## src/design/sfr_pkg.sv

```systemverilog
// sfr_pkg: shared types, constants and codes of the serial frame receiver
// depends on nothing; imported by sfr_ctrl, sfr_readout, serial_frame_receiver and the bench

package sfr_pkg;

   // frame memory geometry
   localparam int BUFFER_DEPTH = 64;
   localparam int ADDR_W       = $clog2(BUFFER_DEPTH);
   localparam int MAX_OUT      = 64;
   localparam int LIMIT_CAP    = (BUFFER_DEPTH < MAX_OUT) ? BUFFER_DEPTH : MAX_OUT;

   // field widths
   localparam int BYTE_W    = 8;
   localparam int LEN_W     = 7;
   localparam int CSR_IDX_W = 2;

   // register reset values
   localparam logic [BYTE_W-1:0] START_CODE_RESET = 8'd35;
   localparam logic [BYTE_W-1:0] END_CODE_RESET   = 8'd13;
   localparam logic [LEN_W-1:0]  MAX_LEN_RESET    = 7'd34;

   // register indexes
   typedef enum logic [CSR_IDX_W-1:0] {
      CSR_START_CODE = 2'd0,
      CSR_END_CODE   = 2'd1,
      CSR_MAX_LEN    = 2'd2
   } csr_index_type;

   // item operations
   localparam logic OP_BYTE    = 1'b0;
   localparam logic OP_RELEASE = 1'b1;

   // readout sequencer states
   typedef enum logic [1:0] {
      ST_IDLE   = 2'b01,
      ST_STREAM = 2'b10
   } state_type;

   // hand-off of a closed frame from the assembler to the readout
   typedef struct packed {
      logic              start;
      logic [ADDR_W-1:0] last_idx;
   } emit_type;

endpackage

```

## src/design/sfr_ram.sv

```systemverilog
// sfr_ram: generic simple dual port ram with registered read
// no dependencies; holds the bytes of the frame being assembled

module sfr_ram #(
   parameter int WIDTH = 8,
   parameter int DEPTH = 64
) (
   input  logic                     clock,
   input  logic                     wr_en,
   input  logic [$clog2(DEPTH)-1:0] wr_addr,
   input  logic [WIDTH-1:0]         wr_data,
   input  logic                     rd_en,
   input  logic [$clog2(DEPTH)-1:0] rd_addr,
   output logic [WIDTH-1:0]         rd_data
);

   logic [WIDTH-1:0] mem_ff [DEPTH];
   logic [WIDTH-1:0] rd_data_ff;

   // write port
   always_ff @(posedge clock) begin
      if (wr_en) begin
         mem_ff[wr_addr] <= wr_data;
      end
   end

   // read port, data holds while not enabled
   always_ff @(posedge clock) begin
      if (rd_en) begin
         rd_data_ff <= mem_ff[rd_addr];
      end
   end

   assign rd_data = rd_data_ff;

endmodule

```

## src/design/sfr_ctrl.sv

```systemverilog
// sfr_ctrl: configuration registers and frame assembly for each accepted item
// depends on sfr_pkg; writes the frame memory and hands closed frames to sfr_readout

module sfr_ctrl import sfr_pkg::*; (
   input  logic                 clock,
   input  logic                 reset,
   input  logic                 req_valid,
   output logic                 req_ready,
   input  logic                 req_operation,
   input  logic [BYTE_W-1:0]    req_rx_byte,
   input  logic                 csr_write_enable,
   input  logic [CSR_IDX_W-1:0] csr_index,
   input  logic [BYTE_W-1:0]    csr_write_data,
   input  logic                 busy,
   output logic                 wr_en,
   output logic [ADDR_W-1:0]    wr_addr,
   output logic [BYTE_W-1:0]    wr_data,
   output emit_type             emit
);

   logic [BYTE_W-1:0] start_code_ff, start_code_in;
   logic [BYTE_W-1:0] end_code_ff, end_code_in;
   logic [LEN_W-1:0]  max_len_ff, max_len_in;
   logic [LEN_W-1:0]  fill_ff, fill_in;
   logic [BYTE_W-1:0] first_ff, first_in;
   logic [BYTE_W-1:0] prev_ff, prev_in;
   logic              held_ff, held_in;

   logic              accept;
   logic              byte_op;
   logic              rel_op;
   logic              is_start;
   logic [BYTE_W-1:0] first_new;
   logic [LEN_W-1:0]  fill_base;
   logic              bump;
   logic [LEN_W-1:0]  fill_next;
   logic [BYTE_W-1:0] prev_new;
   logic              last_end;
   logic [LEN_W-1:0]  limit;
   logic              overflow;

   assign req_ready = !busy;
   assign accept    = req_valid & req_ready;
   assign byte_op   = accept & (req_operation == OP_BYTE);
   assign rel_op    = accept & (req_operation == OP_RELEASE);

   // per-byte frame tracking; prev holds the byte just below the fill index
   always_comb begin
      is_start  = (req_rx_byte == start_code_ff);
      first_new = is_start ? start_code_ff : ((fill_ff == '0) ? req_rx_byte : first_ff);
      fill_base = is_start ? '0 : fill_ff;
      bump      = (first_new == start_code_ff);
      fill_next = fill_base + LEN_W'(bump);
      prev_new  = bump ? req_rx_byte : prev_ff;
      last_end  = (fill_next != '0) && (prev_new == end_code_ff);
      limit     = (max_len_ff > LEN_W'(LIMIT_CAP)) ? LEN_W'(LIMIT_CAP) : max_len_ff;
      overflow  = (fill_next > limit);
   end

   // memory write: a start byte always lands at entry zero
   assign wr_en   = byte_op & (is_start | (32'(fill_ff) < BUFFER_DEPTH));
   assign wr_addr = is_start ? '0 : ADDR_W'(fill_ff);
   assign wr_data = req_rx_byte;

   // next state of the assembler
   always_comb begin
      fill_in       = fill_ff;
      first_in      = first_ff;
      prev_in       = prev_ff;
      held_in       = held_ff;
      emit.start    = 1'b0;
      emit.last_idx = ADDR_W'(fill_next - 1'b1);
      if (byte_op) begin
         fill_in  = fill_next;
         first_in = first_new;
         prev_in  = prev_new;
         if (overflow) begin
            // frame too long: drop it and clear the hold
            fill_in  = '0;
            first_in = '0;
            held_in  = 1'b0;
         end else if (last_end) begin
            // frame closed: send it if nothing is held, otherwise discard
            fill_in  = '0;
            first_in = '0;
            if (!held_ff) begin
               emit.start = 1'b1;
               held_in    = 1'b1;
            end
         end
      end
      if (rel_op) begin
         held_in = 1'b0;
      end
   end

   // configuration register decode
   always_comb begin
      start_code_in = start_code_ff;
      end_code_in   = end_code_ff;
      max_len_in    = max_len_ff;
      if (csr_write_enable) begin
         unique case (csr_index)
            CSR_START_CODE: start_code_in = csr_write_data;
            CSR_END_CODE:   end_code_in   = csr_write_data;
            CSR_MAX_LEN:    max_len_in    = csr_write_data[LEN_W-1:0];
            default: begin
            end
         endcase
      end
   end

   // registers
   always_ff @(posedge clock) begin
      if (reset) begin
         start_code_ff <= START_CODE_RESET;
         end_code_ff   <= END_CODE_RESET;
         max_len_ff    <= MAX_LEN_RESET;
         fill_ff       <= '0;
         first_ff      <= '0;
         held_ff       <= 1'b0;
      end else begin
         start_code_ff <= start_code_in;
         end_code_ff   <= end_code_in;
         max_len_ff    <= max_len_in;
         fill_ff       <= fill_in;
         first_ff      <= first_in;
         held_ff       <= held_in;
      end
   end

   always_ff @(posedge clock) begin
      prev_ff <= prev_in;
   end

`ifndef SYNTHESIS
   a_fill_capped: assert property (@(posedge clock) disable iff (reset)
      32'(fill_ff) <= LIMIT_CAP)
      else $error("fill index beyond the frame limit cap");

   a_emit_holds: assert property (@(posedge clock) disable iff (reset)
      emit.start |=> held_ff)
      else $error("sent frame not held");

   a_release_clears: assert property (@(posedge clock) disable iff (reset)
      rel_op |=> !held_ff)
      else $error("release transfer left the hold set");
`endif

endmodule

```

## src/design/sfr_readout.sv

```systemverilog
// sfr_readout: streams a closed frame out of the frame memory, one byte a cycle while rsp_ready is high
// depends on sfr_pkg; the memory read register serves as the output data register

module sfr_readout import sfr_pkg::*; (
   input  logic              clock,
   input  logic              reset,
   input  emit_type          emit,
   output logic              busy,
   output logic              rd_en,
   output logic [ADDR_W-1:0] rd_addr,
   output logic              rsp_valid,
   input  logic              rsp_ready,
   output logic              rsp_frame_last
);

   state_type         state_ff, state_in;
   logic [ADDR_W-1:0] rd_idx_ff, rd_idx_in;
   logic [ADDR_W-1:0] last_idx_ff, last_idx_in;
   logic              valid_ff, valid_in;
   logic              last_ff, last_in;
   logic              issue;

   // while streaming, a read goes out whenever the output register is empty or being emptied
   assign issue   = (state_ff == ST_STREAM) & (!valid_ff | rsp_ready);
   assign rd_en   = issue;
   assign rd_addr = rd_idx_ff;
   assign busy    = (state_ff == ST_STREAM);

   // sequencer
   always_comb begin
      state_in    = state_ff;
      rd_idx_in   = rd_idx_ff;
      last_idx_in = last_idx_ff;
      unique case (state_ff)
         ST_IDLE: begin
            if (emit.start) begin
               state_in    = ST_STREAM;
               rd_idx_in   = '0;
               last_idx_in = emit.last_idx;
            end
         end
         ST_STREAM: begin
            if (issue) begin
               rd_idx_in = rd_idx_ff + 1'b1;
               if (rd_idx_ff == last_idx_ff) begin
                  state_in = ST_IDLE;
               end
            end
         end
         default: begin
            state_in = ST_IDLE;
         end
      endcase
   end

   // output register flags
   always_comb begin
      valid_in = issue ? 1'b1 : (rsp_ready ? 1'b0 : valid_ff);
      last_in  = issue ? (rd_idx_ff == last_idx_ff) : last_ff;
   end

   always_ff @(posedge clock) begin
      if (reset) begin
         state_ff  <= ST_IDLE;
         rd_idx_ff <= '0;
         valid_ff  <= 1'b0;
      end else begin
         state_ff  <= state_in;
         rd_idx_ff <= rd_idx_in;
         valid_ff  <= valid_in;
      end
   end

   always_ff @(posedge clock) begin
      last_idx_ff <= last_idx_in;
      last_ff     <= last_in;
   end

   assign rsp_valid      = valid_ff;
   assign rsp_frame_last = last_ff;

`ifndef SYNTHESIS
   a_start_when_idle: assert property (@(posedge clock) disable iff (reset)
      emit.start |-> (state_ff == ST_IDLE))
      else $error("frame handed over while streaming");

   a_last_ends_stream: assert property (@(posedge clock) disable iff (reset)
      (issue && (rd_idx_ff == last_idx_ff)) |=>
         ((state_ff == ST_IDLE) && rsp_valid && rsp_frame_last))
      else $error("final byte read without ending the stream");
`endif

endmodule

```

## src/design/serial_frame_receiver.sv

```systemverilog
// Serial frame receiver. Each transfer on the req_ channel is one received byte or a release
// of the held frame. Bytes are gathered in a frame memory until the end code follows an opened
// frame; if no earlier frame is held, that frame of N bytes (start code first, end code flagged
// last) is then read out of the memory's single read port at one byte per cycle while rsp_ready
// is high, and no new item is taken while the frame streams out. The frame memory needs no
// clearing after reset.
// depends on sfr_pkg, sfr_ram, sfr_ctrl and sfr_readout

module serial_frame_receiver import sfr_pkg::*; (
   input  logic                 clock,
   input  logic                 reset,
   input  logic                 req_valid,
   output logic                 req_ready,
   input  logic                 req_operation,
   input  logic [BYTE_W-1:0]    req_rx_byte,
   output logic                 rsp_valid,
   input  logic                 rsp_ready,
   output logic [BYTE_W-1:0]    rsp_frame_byte,
   output logic                 rsp_frame_last,
   input  logic                 csr_write_enable,
   input  logic [CSR_IDX_W-1:0] csr_index,
   input  logic [BYTE_W-1:0]    csr_write_data
);

   logic              busy;
   logic              wr_en;
   logic [ADDR_W-1:0] wr_addr;
   logic [BYTE_W-1:0] wr_data;
   logic              rd_en;
   logic [ADDR_W-1:0] rd_addr;
   emit_type          emit;

   // frame assembly and configuration
   sfr_ctrl u_ctrl (
      .clock            (clock),
      .reset            (reset),
      .req_valid        (req_valid),
      .req_ready        (req_ready),
      .req_operation    (req_operation),
      .req_rx_byte      (req_rx_byte),
      .csr_write_enable (csr_write_enable),
      .csr_index        (csr_index),
      .csr_write_data   (csr_write_data),
      .busy             (busy),
      .wr_en            (wr_en),
      .wr_addr          (wr_addr),
      .wr_data          (wr_data),
      .emit             (emit)
   );

   // frame memory
   sfr_ram #(
      .WIDTH (BYTE_W),
      .DEPTH (BUFFER_DEPTH)
   ) u_ram (
      .clock   (clock),
      .wr_en   (wr_en),
      .wr_addr (wr_addr),
      .wr_data (wr_data),
      .rd_en   (rd_en),
      .rd_addr (rd_addr),
      .rd_data (rsp_frame_byte)
   );

   // frame readout
   sfr_readout u_readout (
      .clock          (clock),
      .reset          (reset),
      .emit           (emit),
      .busy           (busy),
      .rd_en          (rd_en),
      .rd_addr        (rd_addr),
      .rsp_valid      (rsp_valid),
      .rsp_ready      (rsp_ready),
      .rsp_frame_last (rsp_frame_last)
   );

endmodule

```

## config.mk

```make
export PLATFORM = sky130hd
export DESIGN_NAME = serial_frame_receiver
export DESIGN_NICKNAME = d
export VERILOG_FILES = /design/src/design/sfr_pkg.sv /design/src/design/sfr_ram.sv /design/src/design/sfr_ctrl.sv /design/src/design/sfr_readout.sv /design/src/design/serial_frame_receiver.sv
export SDC_FILE = /design/constraint.sdc
export NUM_CORES = 1
export LEC_CHECK = 0
export BUFFER_PORTS_ARGS = -buffer_cell sky130_fd_sc_hd__buf_2
export CAP_MARGIN = 15
export CELL_PAD_IN_SITES_DETAIL_PLACEMENT = 1
export CELL_PAD_IN_SITES_GLOBAL_PLACEMENT = 1
export CORE_UTILIZATION = 55
export CTS_BUF_LIST = sky130_fd_sc_hd__clkbuf_16
export DETAILED_ROUTE_END_ITERATION = 12
export HOLD_SLACK_MARGIN = 0.06
export PLACE_DENSITY = 0.87
export RECOVER_POWER = 50
export SYNTH_ARGS = -nofsm -noshare
export SYNTH_HDL_FRONTEND = slang
export SYNTH_SLANG_ARGS = --single-unit
```

## constraint.sdc

```tcl
create_clock -name clock -period 7.6 [get_ports clock]
set_clock_uncertainty 0.15 [all_clocks]
set_input_delay 1.52 -clock clock [delete_from_list [all_inputs] [get_ports clock]]
set_output_delay 1.52 -clock clock [all_outputs]
set_load 0.05 [all_outputs]
```

==> summary.txt, run 1 <==
PD cells = 240 nW/µm²
Syn avg cell area = 18.8 µm²
Routed WL = 61,600 µm
Dpl ws = 887 ps
PortBufs = 34
Row cnt = 75
Status = complete, but fails checks
Reg2Reg Setup Slack = 1120 ps
Post-synth ARST share = 0
Syn Inst Count = 1,269
Die boundary height = 210 µm
FMAX = 151 MHz
Most frequent cells in the layout = edfxtp_1, mux4_2, nor2_1, nand2_1, clkbuf_16
Clock transition at path regs = 70 ps
CP arrival = 6960 ps
Layout cells sized above 1 = 0.222
LEAKAGE = 8.23 nW
Synth unique cells = 62
Max_slew headroom = -1.45
Buffer and inverter count on the worst path = 1
Antenna violations before repair = 6
Crit Path Category = in2reg
Drt first pass iters = 7
Clock Tree Buf Depth = 3
Slowest CP cell = clkbuf_1
Final hold vios = 0
CTS Hold Buffers Added = 0
RR Endpoint = u_readout.rd_addr[2]$_SDFFE_PP0P_
Worst Setup EP = u_readout.rd_addr[2]$_SDFFE_PP0P_
RSZ-0062 raised after global routing = false
Fin crit share = 0.873
Maximum VDD drop = 0.000173 V
Min Tclk post-route = 6640 ps
Worst Hold Class = reg2reg
Fin Setup TNS = 0 ps
Root Buffer = clkbuf_16
Synth warnings = 0
DRT iter0 DRCs = 1,303
Syn nets = 1,304
Vias in the first global route = 13,300
Starting Density = 0.562
GRT Total Usage = 0.288
Average wire per standard cell = 31.6 µm
Area delta synth->final = 10.8%
Core area = 42,300 µm²
I/O pins = 35
CTS tree = yes
Remaining global-route overflow = 0
Worst R2R Path Depth = 18
Max incr delay on CP = 850 ps
Worst-skew pair later-pin latency = 610 ps
Crit-path cells = clkbuf_1 > nand2b_1 > nand4_1 > or4_1 > and2_1 > ha_1 > nand3_1 > xor2_1 > nor2_1 > ha_1 > and4_1 > a21oi_1 > maj3_1 > a32oi_1 > and4_1 > and4b_1 > nor2_1 > a311o_1
Critical Path RT = 7930 ps
Commonest non-fill, non-tap cell in the layout = edfxtp_1
Number of routed nets with antenna violations = 0
Post-synth EDFFs = 535
DIE AREA = 44,100 µm²
DRC Markers = 0
Pin count of the biggest net entering global routing = 68
Clock sinks = 583
Pins Over Slew Limit = 593
H-tree Lvls = 2
Placed wire-length estimate = 37,300 µm
Total CTS buffers = 56
Post-CTS Resized = 0
Worst-path fanout max = 22
First-pass GRT wire length = 89,900 µm
Setup-failing EPs final = 0
Final WS setup = 964 ps
Post-CTS setup buffers = 0
Failing checks = capacitance limit, slew limit
Ys flop type = edfxtp_1
Die width = 210 µm
Cell family with most CP delay = simple AND/OR/NAND/NOR gates
Vias = 12,700
Worst Setup Start Kind = primary input
Part of the Yosys area used for sequential elements = 0.715
Register bit total from synthesis = 583
Routability cong. = 0.822
Mapped Area = 23,800 µm²
Worst slew pin tran = 3670 ps
Worst setup EP type = register
Worst path depth = 18
# nets final = 1,360
Max Cap Viol = 10
Worst Setup SP = req_rx_byte[6]
Vias per cell = 6.53
RR Startpoint = u_ctrl.fill_ff[5]$_SDFFE_PP0P_
through the flow:
step	hold WS (ps)	area (µm²)	total power [W]	std cells	utilization
after floorplan	295	23800	0.00364	1269	-
after global placement	315	24700	0.00371	1838	0.583
after detailed placement	339	24700	0.00372	1839	0.583
after CTS	348	26400	0.00635	1942	0.624
after global routing	380	26400	0.00645	1949	0.623
final	355	26400	0.00632	1951	0.623
how the worst min path moves through the flow:
stage | start | end | slack [ps] | depth (start not counted)
6_report | u_ctrl.first_ff[1]$_SDFFE_PP0P_ | u_ctrl.first_ff[1]$_SDFFE_PP0P_ | 360 | 2
4_1_cts | u_ctrl.first_ff[1]$_SDFFE_PP0P_ | u_ctrl.first_ff[1]$_SDFFE_PP0P_ | 350 | 2
3_5_place_dp | u_ctrl.first_ff[1]$_SDFFE_PP0P_ | u_ctrl.first_ff[1]$_SDFFE_PP0P_ | 340 | 2
5_1_grt | u_ctrl.first_ff[1]$_SDFFE_PP0P_ | u_ctrl.first_ff[1]$_SDFFE_PP0P_ | 380 | 2
2_1_floorplan | u_ctrl.max_len_ff[1]$_SDFFE_PP1P_ | u_ctrl.max_len_ff[1]$_SDFFE_PP1P_ | 290 | 2
3_3_place_gp | u_ctrl.first_ff[7]$_SDFFE_PP0P_ | u_ctrl.first_ff[7]$_SDFFE_PP0P_ | 310 | 2
registers in the layout, summed over array words and instances, names as in the netlist, 7 cells and up:
register,cells
u_ram.mem_ff,512
u_ctrl.max_len_ff,7
u_ctrl.first_ff,8
u_ctrl.fill_ff,7
u_ctrl.end_code_ff,8
u_ctrl.start_code_ff,8
u_ram.rd_data,8
u_ctrl.prev_ff,8
worst reg2reg max path, cell delays in order (launching register included):
cell and delay [ps]:
dfxtp_1 820, or4_1 760, nor4b_1 880, o211a_4 270, nor2_4 70, clkinv_1 200
ha_1 250, nand3_1 150, xor2_1 190, nor2_1 260, ha_1 320, a21oi_1 140
a21oi_1 90, maj3_1 350, a32oi_1 230, and4_1 220, and4b_1 500, nor2_1 110
a311o_1 390
cell usage after synthesis, types with 3 or more instances:
master,n,area share
a21oi_1,24,0.0050
and3_1,5,0.0013
and4_1,3,0.0011
buf_1,23,0.0036
clkbuf_1,44,0.0069
clkinv_1,3,0.00047
dfxtp_1,48,0.040
edfxtp_1,535,0.68
ha_1,11,0.0058
inv_1,20,0.0032
mux2i_1,25,0.011
mux4_2,168,0.16
nand2_1,77,0.012
nand2b_1,15,0.0039
nand3_1,7,0.0015
nand3b_1,5,0.0016
nand4_1,20,0.0053
nor2_1,81,0.013
nor2b_1,10,0.0026
nor3_1,13,0.0027
nor3b_1,3,0.00095
nor4_1,12,0.0032
nor4b_1,6,0.0022
o211ai_1,5,0.0016
o21ai_0,18,0.0038
o22ai_1,4,0.0011
or4_1,3,0.00095
xnor2_1,19,0.0070
xor2_1,18,0.0066
routing by layer:
metal  global-route usage  routed length (µm)
met1                0.380               23500
met2                0.476               30500
met3               0.0703                5400
met4               0.0956                2100
met5                    0                  26
kinds of logic (layout without fill, tap and decap cells):
family,Yosys count,after routing,synth area share
multiplexers,195,195,0.171
AND/OR/NAND/NOR,272,272,0.0572
flip-flops,583,583,0.715
other,0,4,0
adder cells (fa/ha/maj),12,12,0.00620
buffers and inverters,94,195,0.0156
XOR/XNOR,37,37,0.0136
AO/OA/AOI/OAI,76,76,0.0214
cell type report:
type	count	area (µm²)
sequential	583	17000
antenna	4	10.0
clock inverter	46	303
clock buffer	57	1430
inverter	23	86.3
tap	577	722
timing repair buffer	69	363
multi-input combinational	592	6420
fill	3634	16000
power by group:
part | switching, W | internal, W
Combinational | 0.000103 | 0.0000338
Sequential | 0.0000110 | 0.00351
Clock | 0.00117 | 0.00149
No activity file was read; power rests on OpenSTA's default activity.
==> run 2, diff against run 1 <==
--- a/config.mk
+++ b/config.mk
@@ -14,7 +14,6 @@
 export DETAILED_ROUTE_END_ITERATION = 12
 export HOLD_SLACK_MARGIN = 0.06
 export PLACE_DENSITY = 0.87
-export RECOVER_POWER = 50
 export SYNTH_ARGS = -nofsm -noshare
 export SYNTH_HDL_FRONTEND = slang
 export SYNTH_SLANG_ARGS = --single-unit
==> constraint.sdc (replaced) <==
create_clock -name clock -period 7.6 [get_ports clock]
set_clock_uncertainty 0.15 [all_clocks]
set_input_delay 1.52 -clock clock [delete_from_list [all_inputs] [get_ports clock]]
set_output_delay 1.52 -clock clock [all_outputs]
set_load 0.005 [all_outputs]
==> run 2 against run 1 <==
The flow now finishes without violations. Final cell count about the same. Critical path type is now reg2reg. Flip-flop and latch count is the same. Sequential power about the same. Combinational power about the same. Register-to-register slack worse by 20 ps. Die area stayed put. Sequential share of layout area fell by 0.14 points. Worst setup slack better by 140 ps. Highest routed layer unchanged. Core utilization increased by 0.14 points. Clock power is essentially flat. Maximum frequency increased by 2.1%.
==> summary.txt, run 2 (same netlist as run 1, synthesis figures left out) <==
Fillers = 3,623 (-0.30%)
Starting Density = 0.562 (unchanged)
Max_slew headroom = 0.293 (+1.74)
Fin Setup TNS = 0 ps (unchanged)
Drt first pass iters = 5 (-2)
CTS Hold Buffers Added = 0 (unchanged)
PD cells = 239 nW/µm² (-0.24%)
Layout cells sized above 1 = 0.242 (+0.0204)
Row cnt = 75 (unchanged)
Core area = 42,300 µm² (unchanged)
Vias in the first global route = 13,300 (unchanged)
Maximum VDD drop = 0.000173 V (+0.25%)
Number of routed nets with antenna violations = 0 (unchanged)
Die width = 210 µm (unchanged)
Placed wire-length estimate = 37,300 µm (unchanged)
Routability cong. = 0.822 (unchanged)
I/O pins = 35 (unchanged)
Most flop-heavy register = u_ram.mem_ff
Die boundary height = 210 µm (unchanged)
GRT Total Usage = 0.288 (unchanged)
Vias per cell = 6.52 (-0.19%)
Slowest CP cell = nor4b_1
Commonest non-fill, non-tap cell in the layout = edfxtp_1
LEAKAGE = 8.32 nW (+1.1%)
Clock transition at path regs = 70 ps (about the same)
Hold depth = 2 (unchanged)
Total Power = 0.00632 W (about the same)
Average wire per standard cell = 31.5 µm (-0.14%)
Max incr delay on CP = 900 ps (+50 ps)
Sequential cell area = 17,000 µm² (unchanged)
CP arrival = 6830 ps (-130 ps)
First-pass GRT wire length = 89,900 µm (unchanged)
Multi-input logic area = 6420 µm² (unchanged)
H-tree Lvls = 2 (unchanged)
Post-CTS Resized = 0 (unchanged)
Most frequent cells in the layout = edfxtp_1, mux4_2, nor2_1, nand2_1, clkbuf_16
RSZ-0062 raised after global routing = false
Final hold vios = 0 (unchanged)
Worst Hold Class = reg2reg
Pin count of the biggest net entering global routing = 68 (unchanged)
Fin crit share = 0.855 (-0.0179)
Pins Over Slew Limit = 0 (-100%)
DIE AREA = 44,100 µm² (unchanged)
Total CTS buffers = 56 (unchanged)
DRC Markers = 0 (unchanged)
DRT iter0 DRCs = 1,363 (+4.6%)
Routed WL = 61,500 µm (-0.19%)
Worst setup EP type = register
Setup-failing EPs final = 0 (unchanged)
Clock sinks = 583 (unchanged)
Clock Tree Buf Depth = 3 (unchanged)
Post-CTS setup buffers = 0 (unchanged)
PortBufs = 34 (unchanged)
Largest register FFs = 512 (unchanged)
Crit-path cells = or4_1 > nor4b_1 > o211a_4 > nor2_4 > clkinv_1 > ha_1 > nand3_1 > xor2_1 > nor2_1 > ha_1 > a21oi_1 > a21oi_1 > maj3_1 > a32oi_1 > and4_1 > and4b_1 > nor2_1 > a311o_1
Worst-path fanout max = 18 (-18%)
Status = complete, no violations
# nets final = 1,360 (unchanged)
Worst Setup Start Kind = register
Finished Core Util = 0.624 (+0.00136)
Min Tclk post-route = 6500 ps (-136 ps)
CTS tree = yes
Area delta synth->final = 11.1%
Critical Path RT = 7930 ps (about the same)
Root Buffer = clkbuf_16
FMAX = 154 MHz (+2.1%)
Remaining global-route overflow = 0 (unchanged)
Crit Path Category = reg2reg
Worst slew pin tran = 1060 ps (-2610 ps)
Antenna violations before repair = 6 (unchanged)
Vias = 12,700 (-0.24%)
Max Cap Viol = 0 (-10)
Worst R2R Path Depth = 18 (unchanged)
Worst-skew pair later-pin latency = 610 ps (about the same)
run 2: metal layers:
layer,vias to the layer above,GRT usage,share of wire
met5,-,0,0.00042
met4,4,0.0956,0.032
met3,120,0.0703,0.087
met2,670,0.476,0.50
met1,6658,0.380,0.38
li1,5255,-,-
run 2: path summary, 6_finish.rpt:
kind / start / to / slack [ps]
worst max register to register: u_ctrl.fill_ff[5]$_SDFFE_PP0P_ / u_readout.rd_addr[2]$_SDFFE_PP0P_ / 1100
worst max-delay path: u_ctrl.fill_ff[5]$_SDFFE_PP0P_ / u_readout.rd_addr[2]$_SDFFE_PP0P_ / 1100
worst min-delay path: u_ctrl.first_ff[1]$_SDFFE_PP0P_ / u_ctrl.first_ff[1]$_SDFFE_PP0P_ / 350
worst min register to register: u_ctrl.first_ff[1]$_SDFFE_PP0P_ / u_ctrl.first_ff[1]$_SDFFE_PP0P_ / 350
run 2: area by class of cell:
class / instances / share of cell area
antenna: 3 / 0.000284
clock buffer: 57 / 0.0540
clock inverter: 46 / 0.0115
inverter: 23 / 0.00327
multi-input combinational: 592 / 0.243
sequential: 583 / 0.645
tap: 577 / 0.0273
timing repair buffer: 69 / 0.0160
run 2: worst max-delay path, delay by kind of cell (launching register included):
family,cells,cell delay (ps)
compound gates,5,1130
xor+xnor,1,190
fa+ha+maj,3,940
buf+inv,1,200
flops,1,800
simple gates,8,2970
run 2: where the power goes:
part / internal (W) / leakage [nW] / switching, W / total, W
logic: 0.0000363 / 2.19 / 0.000102 / 0.000138
clock network: 0.00149 / 0.911 / 0.00118 / 0.00266
registers: 0.00351 / 5.21 / 0.0000110 / 0.00352
run 2: metrics by stage:
step,setup slack (ps),cells,area (µm²),hold slack (ps)
2_1_floorplan,1770,1269,23800,295
3_3_place_gp,1140,1838,24700,315
3_5_place_dp,887,1839,24700,339
4_1_cts,1200,1942,26400,348
5_1_grt,698,1948,26400,380
6_report,1100,1950,26400,348
==> run 3, diff against run 2 <==
--- a/config.mk
+++ b/config.mk
@@ -9,11 +9,11 @@
 export CAP_MARGIN = 15
 export CELL_PAD_IN_SITES_DETAIL_PLACEMENT = 1
 export CELL_PAD_IN_SITES_GLOBAL_PLACEMENT = 1
-export CORE_UTILIZATION = 55
+export CORE_UTILIZATION = 59
 export CTS_BUF_LIST = sky130_fd_sc_hd__clkbuf_16
 export DETAILED_ROUTE_END_ITERATION = 12
 export HOLD_SLACK_MARGIN = 0.06
-export PLACE_DENSITY = 0.87
+export PLACE_DENSITY = 0.92
 export SYNTH_ARGS = -nofsm -noshare
 export SYNTH_HDL_FRONTEND = slang
 export SYNTH_SLANG_ARGS = --single-unit
==> constraint.sdc (replaced) <==
create_clock -name clock -period 7.5 [get_ports clock]
set_clock_uncertainty 0.15 [all_clocks]
set_input_delay 1.5 -clock clock [delete_from_list [all_inputs] [get_ports clock]]
set_output_delay 1.5 -clock clock [all_outputs]
set_load 0.005 [all_outputs]
==> run 3 against run 2 <==
Clock power grew 10%. Critical endpoint unchanged. Via count grew 4.0%. Cell area grew 0.30%. Flip-flop and latch count is the same. Routed wire length grew 9.3%. Combinational power grew 4%. First-iteration DRC count grew 28%. Non-clock buffer count is the same. Critical path depth grew 1. Global-route usage grew 4.8 points. Core utilization grew 4.3 points.
==> summary.txt, run 3 (same netlist as run 1, synthesis figures left out) <==
Status = complete, no violations
PD cells = 250 nW/µm² (+4.7%)
CTS Hold Buffers Added = 0 (unchanged)
Setup-failing EPs final = 0 (unchanged)
H-tree Lvls = 2 (unchanged)
Commonest non-fill, non-tap cell in the layout = edfxtp_1
Die boundary height = 203 µm (-3.4%)
Row cnt = 73 (-2.7%)
Final hold vios = 0 (unchanged)
Clock transition at path regs = 70 ps (about the same)
Crit Path Category = reg2reg
Vias per cell = 6.95 (+6.7%)
GRT Total Usage = 0.336 (+0.0476)
Routed WL = 67,200 µm (+9.3%)
Most flop-heavy register = u_ram.mem_ff
Layout cells sized above 1 = 0.242 (-0.000705)
Die width = 203 µm (-3.4%)
Fin crit share = 0.887 (+0.0317)
Largest register FFs = 512 (unchanged)
Critical Path RT = 7840 ps (-90 ps)
Multi-input logic area = 6410 µm² (-0.21%)
Post-CTS setup buffers = 0 (unchanged)
LEAKAGE = 8.38 nW (+0.81%)
Clock Tree Buf Depth = 3 (unchanged)
Hold slack = 339 ps (-9.21 ps)
Total CTS buffers = 57 (+1.8%)
RSZ-0062 raised after global routing = false
Root Buffer = clkbuf_16
First-pass GRT wire length = 96,700 µm (+7.5%)
Fin Setup TNS = 0 ps (unchanged)
FMAX = 150 MHz (-2.3%)
Pin count of the biggest net entering global routing = 78 (+15%)
Sequential share of power = 0.537 (-0.020)
Drt first pass iters = 6 (+1)
Sw frac = 0.209 (+0.00481)
Number of routed nets with antenna violations = 0 (unchanged)
# nets final = 1,361 (+0.074%)
Worst-skew pair later-pin latency = 620 ps (about the same)
I/O pins = 35 (unchanged)
Core area = 39,700 µm² (-6.1%)
Vias = 13,200 (+4.0%)
CP arrival = 6990 ps (+160 ps)
Worst slew pin tran = 1170 ps (+117 ps)
Worst Hold Class = reg2reg
Placed wire-length estimate = 39,000 µm (+4.8%)
Fillers = 3,243 (-10%)
Maximum VDD drop = 0.000191 V (+10%)
Area delta synth->final = 11.4%
Min Tclk post-route = 6650 ps (+152 ps)
Pins Over Slew Limit = 0 (unchanged)
Internal = 0.00525 W (+4.4%)
Antenna violations before repair = 3 (-3)
Sw power = 0.00139 W (+7.5%)
Worst Setup Start Kind = register
DRC Markers = 0 (unchanged)
Clock sinks = 583 (unchanged)
Share of power burned in the clock network = 0.441 (+0.020)
Sequential cell area = 17,000 µm² (unchanged)
Worst setup EP type = register
Starting Density = 0.599 (+0.0367)
Remaining global-route overflow = 0 (unchanged)
DIE AREA = 41,100 µm² (-6.7%)
Worst-path fanout max = 13 (-5)
CTS tree = yes
Routability cong. = 0.844 (+2.6%)
Max_slew headroom = 0.214 (-0.0784)
DRT iter0 DRCs = 1,750 (+28%)
Max Cap Viol = 0 (unchanged)
Total Power = 0.00664 W (+5.0%)
PortBufs = 34 (unchanged)
Average wire per standard cell = 35.4 µm (+12%)
Vias in the first global route = 13,800 (+3.2%)
Most frequent cells in the layout = edfxtp_1, mux4_2, nor2_1, nand2_1, clkbuf_16
Post-CTS Resized = 0 (unchanged)
Comb power frac = 0.022 (about the same)
-- run 3: cell types whose count changed in the layout (fill, tap and decap cells not counted), moves of 2 or more --
| cell | delta |
|---|---|
| buf_12 | +2 |
| clkinv_2 | -4 |
| clkbuf_16 | +2 |
| bufinv_16 | +3 |
| clkinvlp_4 | +2 |
| inv_2 | -2 |
| buf_4 | -4 |
| buf_2 | +3 |
| nor4_1 | +3 |
| nor4_2 | -3 |
| inv_1 | +3 |
-- run 3: routing by layer --
layer / share of wire / routed length [µm] / global-route usage
met5: 0.00015 / 10 / 0
met4: 0.039 / 2590 / 0.127
met3: 0.077 / 5160 / 0.0498
met2: 0.53 / 35300 / 0.583
met1: 0.36 / 24100 / 0.432
-- run 3: worst max-delay path: stages (launching register included) --
cell and delay (ps):
dfxtp_1 450, or4_1 540, or4_1 810, mux2_2 470, o211a_4 180, nor2_4 220, clkinv_1 340, ha_1 350
nand3_1 160, xor2_1 90, nor2_1 290, ha_1 320, a21oi_1 140, a21oi_1 100, maj3_1 350, a32oi_1 240
and4_1 240, and4b_1 560, nor2_1 130, a311o_1 380
-- run 3: power by group through the flow --
stage / Sequential [W] / Combinational, W / Clock [W]
floorplan: 0.00363 / 0.0000559 / 0
global placement: 0.00363 / 0.000128 / 0
detailed placement: 0.00363 / 0.000141 / 0
CTS: 0.00356 / 0.000143 / 0.00293
global route: 0.00356 / 0.000152 / 0.00302
finish: 0.00356 / 0.000144 / 0.00293
-- run 3: through the flow --
| stage | cells | setup slack [ps] | instance area (µm²) | utilization |
|---|---|---|---|---|
| after floorplan | 1269 | 1690 | 23800 | - |
| after global placement | 1784 | 981 | 24600 | 0.618 |
| after detailed placement | 1791 | 770 | 24600 | 0.619 |
| after CTS | 1898 | 973 | 26500 | 0.666 |
| after global routing | 1899 | 608 | 26500 | 0.667 |
| final | 1901 | 848 | 26500 | 0.667 |
-- run 3: area by class of cell --
class	instances	area share
antenna	2	0.000189
clock buffer	59	0.0557
clock inverter	48	0.0150
inverter	23	0.00326
multi-input combinational	592	0.242
sequential	583	0.643
tap	525	0.0248
timing repair buffer	69	0.0166
-- run 3: worst paths after layout --
path	slack, ps	start	cells after the start	end
worst max-delay path	850	u_ctrl.fill_ff[1]$_SDFFE_PP0P_	19	u_readout.rd_addr[2]$_SDFFE_PP0P_
worst min-delay path	340	u_ctrl.first_ff[3]$_SDFFE_PP0P_	2	u_ctrl.first_ff[3]$_SDFFE_PP0P_
worst max register to register	850	u_ctrl.fill_ff[1]$_SDFFE_PP0P_	19	u_readout.rd_addr[2]$_SDFFE_PP0P_
worst min register to register	340	u_ctrl.first_ff[3]$_SDFFE_PP0P_	2	u_ctrl.first_ff[3]$_SDFFE_PP0P_
